==> config.mk <==
export PLATFORM = sky130hd
export DESIGN_NAME = lclr_ctrl
export DESIGN_NICKNAME = d
export VERILOG_FILES = /design/src/rtl/lclr_pkg.sv /design/src/rtl/lclr_ctrl.sv
export SDC_FILE = /design/constraint.sdc
export NUM_CORES = 1
export LEC_CHECK = 0
export ABC_AREA = 1
export BUFFER_PORTS_ARGS = -buffer_cell sky130_fd_sc_hd__buf_2
export CAP_MARGIN = 25
export CORE_AREA = 2 2 66 68
export CTS_CLUSTER_SIZE = 28
export DETAILED_ROUTE_END_ITERATION = 8
export DIE_AREA = 0 0 68 70
export PLACE_DENSITY_LB_ADDON = 0.15
export SYNTH_ARGS = -nofsm -noshare
export SYNTH_HDL_FRONTEND = slang
export SYNTH_SLANG_ARGS = --single-unit
==> constraint.sdc <==
create_clock -name i_clk -period 1.4 [get_ports i_clk]
set_input_delay 0.07 -clock i_clk [delete_from_list [all_inputs] [get_ports i_clk]]
set_output_delay 0.07 -clock i_clk [all_outputs]
set_load 0.05 [all_outputs]
==> src/rtl/lclr_pkg.sv <==
`default_nettype none
package lclr_pkg;

    localparam int MAX_ATOMS = 1024;
    localparam int MAX_CELLS = 4096;
    localparam int ATOM_W    = $clog2(MAX_ATOMS);
    localparam int CELL_W    = $clog2(MAX_CELLS);
    localparam int DIV_W     = 36;
    localparam int DIV_CW    = $clog2(DIV_W + 1);

    localparam logic [1:0] CMD_UPD  = 2'd0;
    localparam logic [1:0] CMD_HEAD = 2'd1;
    localparam logic [1:0] CMD_NEXT = 2'd2;

    localparam logic [1:0] PH_CMOD = 2'd0;
    localparam logic [1:0] PH_CIDX = 2'd1;
    localparam logic [1:0] PH_DMOD = 2'd2;

    localparam logic [2:0] REG_NUM_ATOMS = 3'd0;
    localparam logic [2:0] REG_BOX_X     = 3'd1;
    localparam logic [2:0] REG_BOX_Y     = 3'd2;
    localparam logic [2:0] REG_BOX_Z     = 3'd3;
    localparam logic [2:0] REG_CELLS_X   = 3'd4;
    localparam logic [2:0] REG_CELLS_Y   = 3'd5;
    localparam logic [2:0] REG_CELLS_Z   = 3'd6;
    localparam logic [2:0] REG_SKIN      = 3'd7;

    typedef struct packed {
        logic [10:0]      num_atoms;
        logic [2:0][30:0] box;
        logic [2:0][4:0]  cells;
        logic [30:0]      skin;
    } t_cfg;

    typedef struct packed {
        logic       ld_in;
        logic       clr_we;
        logic       div_start;
        logic       div_cap;
        logic [1:0] phase;
        logic [1:0] axis;
        logic       sq;
        logic       add;
        logic       sqrt_start;
        logic       ufin;
        logic       dec;
        logic       rd_cap;
        logic       cur_ld;
        logic       head_rd_cell;
        logic       bin_wr;
        logic       out_ld;
    } t_ctl;

    typedef struct packed {
        logic div_done;
        logic sqrt_done;
        logic clr_last;
        logic atom_last;
        logic first;
        logic rebuild_go;
        logic out_free;
    } t_stat;

    function automatic logic [30:0] box_len(input logic [30:0] b);
        return (b == 31'd0) ? 31'd1 : b;
    endfunction

    function automatic logic [4:0] cell_cnt(input logic [4:0] c);
        if (c == 5'd0) begin
            return 5'd1;
        end
        return (c > 5'd16) ? 5'd16 : c;
    endfunction

endpackage
`default_nettype wire

==> src/rtl/lclr_ctrl.sv <==
`default_nettype none
module lclr_ctrl import lclr_pkg::*; (
    input  wire logic       i_clk,
    input  wire logic       i_rst_n,
    input  wire logic       i_valid,
    input  wire logic [1:0] i_cmd,
    output logic            o_ready,
    input  wire t_stat      i_stat,
    output t_ctl            o_ctl
);

    localparam logic [4:0] S_CLR   = 5'd0;
    localparam logic [4:0] S_IDLE  = 5'd1;
    localparam logic [4:0] S_DGO   = 5'd2;
    localparam logic [4:0] S_DWT   = 5'd3;
    localparam logic [4:0] S_SQ    = 5'd4;
    localparam logic [4:0] S_ADD   = 5'd5;
    localparam logic [4:0] S_SGO   = 5'd6;
    localparam logic [4:0] S_SWT   = 5'd7;
    localparam logic [4:0] S_UFIN  = 5'd8;
    localparam logic [4:0] S_DEC   = 5'd9;
    localparam logic [4:0] S_RD    = 5'd10;
    localparam logic [4:0] S_RDC   = 5'd11;
    localparam logic [4:0] S_BRD   = 5'd12;
    localparam logic [4:0] S_BLD   = 5'd13;
    localparam logic [4:0] S_BHEAD = 5'd14;
    localparam logic [4:0] S_BWR   = 5'd15;
    localparam logic [4:0] S_OUT   = 5'd16;

    logic [4:0] r_state, n_state;
    logic [1:0] r_phase, n_phase;
    logic [1:0] r_axis, n_axis;
    logic       r_bld, n_bld;
    logic [4:0] ax_state;
    logic [1:0] ax_next;

    always_comb begin
        ax_next = r_axis;
        if (r_axis == 2'd2) begin
            if (r_bld) begin
                ax_state = S_BHEAD;
            end else if (i_stat.first) begin
                ax_state = S_UFIN;
            end else begin
                ax_state = S_SGO;
            end
        end else begin
            ax_state = S_DGO;
            ax_next  = r_axis + 1'b1;
        end
    end

    always_comb begin
        n_state = r_state;
        n_phase = r_phase;
        n_axis  = r_axis;
        n_bld   = r_bld;
        o_ctl   = '0;
        o_ctl.phase = r_phase;
        o_ctl.axis  = r_axis;
        o_ready = 1'b0;
        case (r_state)
            S_CLR: begin
                o_ctl.clr_we = 1'b1;
                if (i_stat.clr_last) begin
                    n_state = r_bld ? S_BRD : S_IDLE;
                end
            end
            S_IDLE: begin
                o_ready = 1'b1;
                if (i_valid) begin
                    o_ctl.ld_in = 1'b1;
                    n_bld = 1'b0;
                    case (i_cmd)
                        CMD_UPD: begin
                            n_state = S_DGO;
                            n_phase = PH_CMOD;
                            n_axis  = 2'd0;
                        end
                        CMD_HEAD, CMD_NEXT: n_state = S_RD;
                        default: n_state = S_OUT;
                    endcase
                end
            end
            S_DGO: begin
                o_ctl.div_start = 1'b1;
                n_state = S_DWT;
            end
            S_DWT: begin
                if (i_stat.div_done) begin
                    o_ctl.div_cap = 1'b1;
                    case (r_phase)
                        PH_CMOD: begin
                            n_phase = PH_CIDX;
                            n_state = S_DGO;
                        end
                        PH_CIDX: begin
                            if (!r_bld && !i_stat.first) begin
                                n_phase = PH_DMOD;
                                n_state = S_DGO;
                            end else begin
                                n_phase = PH_CMOD;
                                n_axis  = ax_next;
                                n_state = ax_state;
                            end
                        end
                        default: n_state = S_SQ;
                    endcase
                end
            end
            S_SQ: begin
                o_ctl.sq = 1'b1;
                n_state = S_ADD;
            end
            S_ADD: begin
                o_ctl.add = 1'b1;
                n_phase = PH_CMOD;
                n_axis  = ax_next;
                n_state = ax_state;
            end
            S_SGO: begin
                o_ctl.sqrt_start = 1'b1;
                n_state = S_SWT;
            end
            S_SWT: begin
                if (i_stat.sqrt_done) begin
                    n_state = S_UFIN;
                end
            end
            S_UFIN: begin
                o_ctl.ufin = 1'b1;
                n_state = S_DEC;
            end
            S_DEC: begin
                o_ctl.dec = 1'b1;
                if (i_stat.rebuild_go) begin
                    n_bld   = 1'b1;
                    n_state = S_CLR;
                end else begin
                    n_state = S_OUT;
                end
            end
            S_RD: n_state = S_RDC;
            S_RDC: begin
                o_ctl.rd_cap = 1'b1;
                n_state = S_OUT;
            end
            S_BRD: n_state = S_BLD;
            S_BLD: begin
                o_ctl.cur_ld = 1'b1;
                n_phase = PH_CMOD;
                n_axis  = 2'd0;
                n_state = S_DGO;
            end
            S_BHEAD: begin
                o_ctl.head_rd_cell = 1'b1;
                n_state = S_BWR;
            end
            S_BWR: begin
                o_ctl.bin_wr = 1'b1;
                n_state = i_stat.atom_last ? S_OUT : S_BRD;
            end
            S_OUT: begin
                if (i_stat.out_free) begin
                    o_ctl.out_ld = 1'b1;
                    n_state = S_IDLE;
                end
            end
            default: n_state = S_IDLE;
        endcase
    end

    always_ff @(posedge i_clk) begin
        if (!i_rst_n) begin
            r_state <= S_CLR;
            r_phase <= PH_CMOD;
            r_axis  <= 2'd0;
            r_bld   <= 1'b0;
        end else begin
            r_state <= n_state;
            r_phase <= n_phase;
            r_axis  <= n_axis;
            r_bld   <= n_bld;
        end
    end

endmodule
`default_nettype wire

== Word-level counts from Yosys, hierarchy flattened ==
Index checks and enable logic that the tools add are counted.
Word-level totals
  memories: 0
  bits in latches: 0
  memory bits (writable): 0
  output and inout bits: 19
  input port bits: 12
  register bits after elaboration: 10
  memory bits (read-only): 0
Cells by class
  reductions and logical operators: 15
  shift operators: 0
  equal/unequal tests: 30
  magnitude comparators: 0
  $add $sub $neg: 1
  muxes and demuxes: 47
  divide/modulo/power cells: 0
  bitwise logic cells: 0
  multiply operators: 0
Operator list (number)
  5-bit case mux with 17 select lines: 1
  5-bit 2-to-1 mux: 9
  5-bit by 4-bit == test with 1-bit output, second input constant: 8
  5-bit by 3-bit == test with 1-bit output, second input constant: 4
  1-bit 2-to-1 mux: 20
  5-bit case mux with 2 select lines: 2
  2-bit != test, second input constant: 9
  2-bit 2-to-1 mux: 8
  4-bit 2-to-1 mux: 3
  5-bit by 2-bit == test with 1-bit output, second input constant: 2
  5-bit AND reduction: 2
  2-bit case mux with 4 select lines: 1
  2-bit case mux with 3 select lines: 1
  6-bit AND reduction: 1
  5-bit by 1-bit == test with 1-bit output, second input constant: 1
  5-bit == test, second input constant: 1
  5-bit logical NOT: 1
  2-bit by 1-bit == test with 1-bit output, second input constant: 2
  2-bit == test, second input constant: 2
  2-bit logical NOT: 2
  2-bit case mux with 2 select lines: 1
  4-bit nonzero test: 1
  2-bit OR reduction: 2
  3-bit by 2-bit != test with 1-bit output, second input constant: 1
  other kinds (7): 8

== Longest topological paths before layout ==
  word-level depth: 7
  gate-level depth with buffers: 10
  depth with buffers taken out: 10

== Worst setup path after synthesis ==
Ideal clock, no wire load.
  kind: register to register
  from: reg r_state[2]
  to: reg r_state[1]
  slack: -416 ps
  clock period less this slack: 1816 ps
  arrival time: 1695 ps
  library setup time: 121 ps
  buffers on the path: 0
  cell stages (with the launch flop): 9
  cell sequence: dfxtp_1 > nor2_4 > inv_2 > nor2_1 > nand2_1 > nand3_1 > nor2_2 > nand2_1 > a21oi_1
Between the ends
  cells in the longest elaborated chain, start to end: 3
  elaborated cells between the ends (all ways): 24
  those cells by class: eq/ne (21); mux (1); reduce/logical (2)
Ends and longest elaborated chain
  start: declaration: RTL line lclr_ctrl.sv:30  | logic [4:0] r_state, n_state;
  start signal: assignment: RTL line lclr_ctrl.sv:180  | r_state <= n_state;
  5-bit by 2-bit == test with 1-bit output, or another cell as far along: RTL line lclr_ctrl.sv:62  | case (r_state)
  2-bit != test (no source line)
  5-bit AND reduction (no source line)
Several ways; a longest one is shown, not always the timed one.
A chain may end at the register's enable or synchronous reset.

== Worst setup path after layout ==
  from: reg r_state[2]
  to: reg r_axis[0]
Between the ends
  cells in the longest elaborated chain, start to end: 3
  elaborated cells between the ends (all ways): 12
  those cells by class: eq/ne (9); mux (1); reduce/logical (2)
Ends and longest elaborated chain
  5-bit by 2-bit == test with 1-bit output, or another cell as far along: RTL line lclr_ctrl.sv:62
  2-bit != test (no source line) / 4-bit nonzero test (equally long branches)
  6-bit AND reduction (no source line)
  end signal: assignment: RTL line lclr_ctrl.sv:182  | r_axis <= n_axis;
  end: declaration: RTL line lclr_ctrl.sv:32  | logic [1:0] r_axis, n_axis;
Several ways; a longest one is shown, not always the timed one.

==> impl_metrics.ini <==
[global_route]
grt_pass1_vias = 1090
grt_pass1_wl_um = 5090
grtUsageTotal_pct = 14.1
globalRouteOverflowTotal = 0
grt_start_max_net_pins = 8
grt_antenna_before_repair = 0

[die]
fp.dieH_um = 70
die-width_um = 68
rows = 24
initial_utilization_pct = 23.3
coreArea_um2 = 4140
die_area_um2 = 4760
floorplan.io_pins = 31

[power]
total_power_w = 0.00299
leakagePower_nw = 0.827
vdd_ir_max_uv = 896
p_sw_share_pct = 53.3
pwr-share-comb_pct = 69.8
clock_power_share_pct = 12.6
switchingPower_w = 0.00159
seq_power_share_pct = 17.6
internal_power_w = 0.00140
power-per-cell-area_nw_per_um2 = 1850

[layout]
area_growth_syn_to_layout_pct = 67.4
multi_input_area_um2 = 763
antenna-diode-count = 0
utilization_pct = 39.1
drive_gt1_share_pct = 44.3
final_area_um2 = 1620
number_of_filler_instances_in_the_final_layout = 464
design.final.nets = 244
register_area_um2 = 218

[synth]
synth_seq_cells = 10
synthDistinctLibCells = 21
synth_seq_area_share_pct = 20.7
syn-num-nets = 189
syn-instance-count = 174
syn-cell-area_um2 = 967
synth_warnings = 0
syn_area_per_cell_um2 = 5.56

[worst_setup_path]
timing.critical_path.slowest_cell_delay_ns = 0.34
crit_path_frequent_cell = nand2_1
critical-path-top-delay-family = simple AND/OR/NAND/NOR gates
slowest_stage = dfxtp_2
crit_path_dat_ns = 1.56
start_kind = flip-flop
timing.critical_path.required_ns = 1.58
worst-path-buf-inv = 1
timing.setup.critical_path_class = reg2reg
critical_path.endpoint_type = flip-flop
ff2ff_setup_slack_ns = 0.02
crit_chain = nor2_4 > inv_2 > nor2_4 > nand2_1 > nand2_1 > nand2_2 > o21ai_1 > nand2_1 > nor2_1
worstPathMaxFanout = 7

[routing]
detail_route.wirelength_um = 3220
post_drt_wl_per_cell_um = 11.5
drtIter0Drc = 36
num_vias = 1272
route.detailed.vias_per_inst = 4.54
drc = 0
antenna_violating_nets_post_route = 0
drt-pass1-iter-count = 4

[place]
placedInstanceArea_um2 = 1340
buffer_ports.inserted = 30
place_hpwl_um = 2640
gp_routability_congestion = 0.851

[clock_tree]
clock_sinks = 10
clock_tree_from_tritoncts = done
count_of_hold_fix_buffers_inserted_at_cts = 0
clk-insertion-delay-late_ns = 0.24
clk_root_buffer_cell = clkbuf_8
htreeDepth = 1
clock_path_buffers = 2
numCtsBuffers = 3
clk_pin_slew_worst_paths_ns = 0.05

[sta]
max_slew_margin_pct = 82.6
fin_setup_tns_ns = 0
max_clock_freq_ghz = 0.726
finalClockSkew_ns = 0.00644
share_of_the_clock_period_used_by_the_worst_path_after_layout_pct = 98.4
finalHoldWorstSlack_ns = 0.111
setup_viol = 0
final.min_clock_period_ns = 1.38
final_hold_viol_count = 0
worstMarginPinSlew_ns = 0.261
grt_setup_unrepaired = yes
slew_viol_final = 0

[run]
maxCapViolations = 0

[worst_hold_path]
holdCritPathClass = in2reg

[run_status]
run_status = finished clean
-- registers in the layout (all words and copies together) (netlist names) --
name / count
r_axis: 2
r_bld: 1
r_phase: 2
r_state: 5
-- cell families (layout without fill, tap and decap cells) --
kind of cell | count (synthesis) | in the layout | synth area share [%]
AO/OA/AOI/OAI | 19 | 19 | 11.1
adder cells (fa/ha/maj) | 3 | 3 | 3.88
AND/OR/NAND/NOR | 107 | 107 | 49.9
buffers and inverters | 35 | 89 | 14.4
flip-flops | 10 | 10 | 20.7
-- final timing paths --
| check | end | cells after the start | from |
|---|---|---|---|
| worst max register to register | r_axis[0] | 9 | r_state[2] |
| worst max-delay path | r_axis[0] | 9 | r_state[2] |
| worst min register to register | r_bld | 2 | r_bld |
| worst min-delay path | r_state[0] | 3 | i_rst_n |
-- area by class of cell --
class                           count  share of cell area [%]
Multi-Input combinational cell    129                    47.1
Timing Repair Buffer               52                    24.3
Sequential cell                    10                    13.4
Inverter                           33                    7.65
Tap cell                           52                    4.02
Clock buffer                        4                    3.40
-- metal layers --
| metal | up-vias | part of all wire (%) | track usage (%) | wire, um |
|---|---|---|---|---|
| met3 | 5 | 4.1 | 2.42 | 133 |
| met2 | 32 | 48 | 22.3 | 1540 |
| li1 | 663 | - | - | - |
| met5 | - | 0 | 0 | 0 |
| met1 | 572 | 47 | 19.4 | 1510 |
| met4 | 0 | 1.3 | 4.00 | 42 |
-- metrics by stage --
stage,setup slack (ns),cells
2_1_floorplan,-0.00597,174
3_3_place_gp,-0.127,272
4_1_cts,-0.00810,276
3_5_place_dp,-0.108,272
6_report,0.0223,280
5_1_grt,-0.0580,280
-- worst reg2reg max path, cell delays in order, from the launching register on --
cell and delay, ns:
dfxtp_2 0.34, nor2_4 0.18, inv_2 0.08, nor2_4 0.23, nand2_1 0.08, nand2_1 0.08, nand2_2 0.06, o21ai_1 0.12
nand2_1 0.07, nor2_1 0.08
-- what timing repair did --
| item | CTS | global route |
|---|---|---|
| cloned | 0 | 0 |
| pin swaps | 2 | 4 |
| setup buffers | 1 | 4 |
| resized for setup | 30 | 33 |
| setup endpoints to repair | 20 | 22 |
-- power by group through the flow --
stage	clock [W]	sequential [W]	combinational, W
after detailed placement	0	0.000496	0.00181
final	0.000376	0.000527	0.00209
after global placement	0	0.000500	0.00184
after CTS	0.000391	0.000512	0.00193
after floorplan	0	0.000650	0.00113
after global routing	0.000402	0.000548	0.00226
-- synthesized netlist by cell type --
| master | count | area share, % |
|---|---|---|
| a21boi_0 | 1 | 0.78 |
| a21oi_1 | 9 | 4.7 |
| a31oi_1 | 2 | 1.3 |
| buf_4 | 2 | 1.6 |
| dfxtp_1 | 10 | 21 |
| ha_1 | 3 | 3.9 |
| inv_1 | 32 | 12 |
| inv_2 | 1 | 0.39 |
| nand2_1 | 36 | 14 |
| nand2_2 | 2 | 1.3 |
| nand3_1 | 20 | 10 |
| nand3_2 | 2 | 2.1 |
| nand3b_1 | 1 | 0.78 |
| nand4_1 | 5 | 3.2 |
| nor2_1 | 36 | 14 |
| nor2_2 | 3 | 1.9 |
| nor2_4 | 2 | 2.3 |
| o21ai_0 | 2 | 1.0 |
| o21ai_1 | 3 | 1.6 |
| o21bai_2 | 1 | 1.2 |
| o22ai_1 | 1 | 0.65 |
-- placed cells by master, fill, tap and decap left out, drive strengths merged, types with 2 or more instances in the layout --
cell    Yosys  final
nand4       5      5
a21oi       9      9
inv        33     33
buf         2     51
nand2      38     38
nor2       41     41
ha          3      3
dfxtp      10     10
a31oi       2      2
nand3      22     22
clkbuf      0      5
o21ai       5      5
Note: power is estimated with default switching activity, not from simulation.
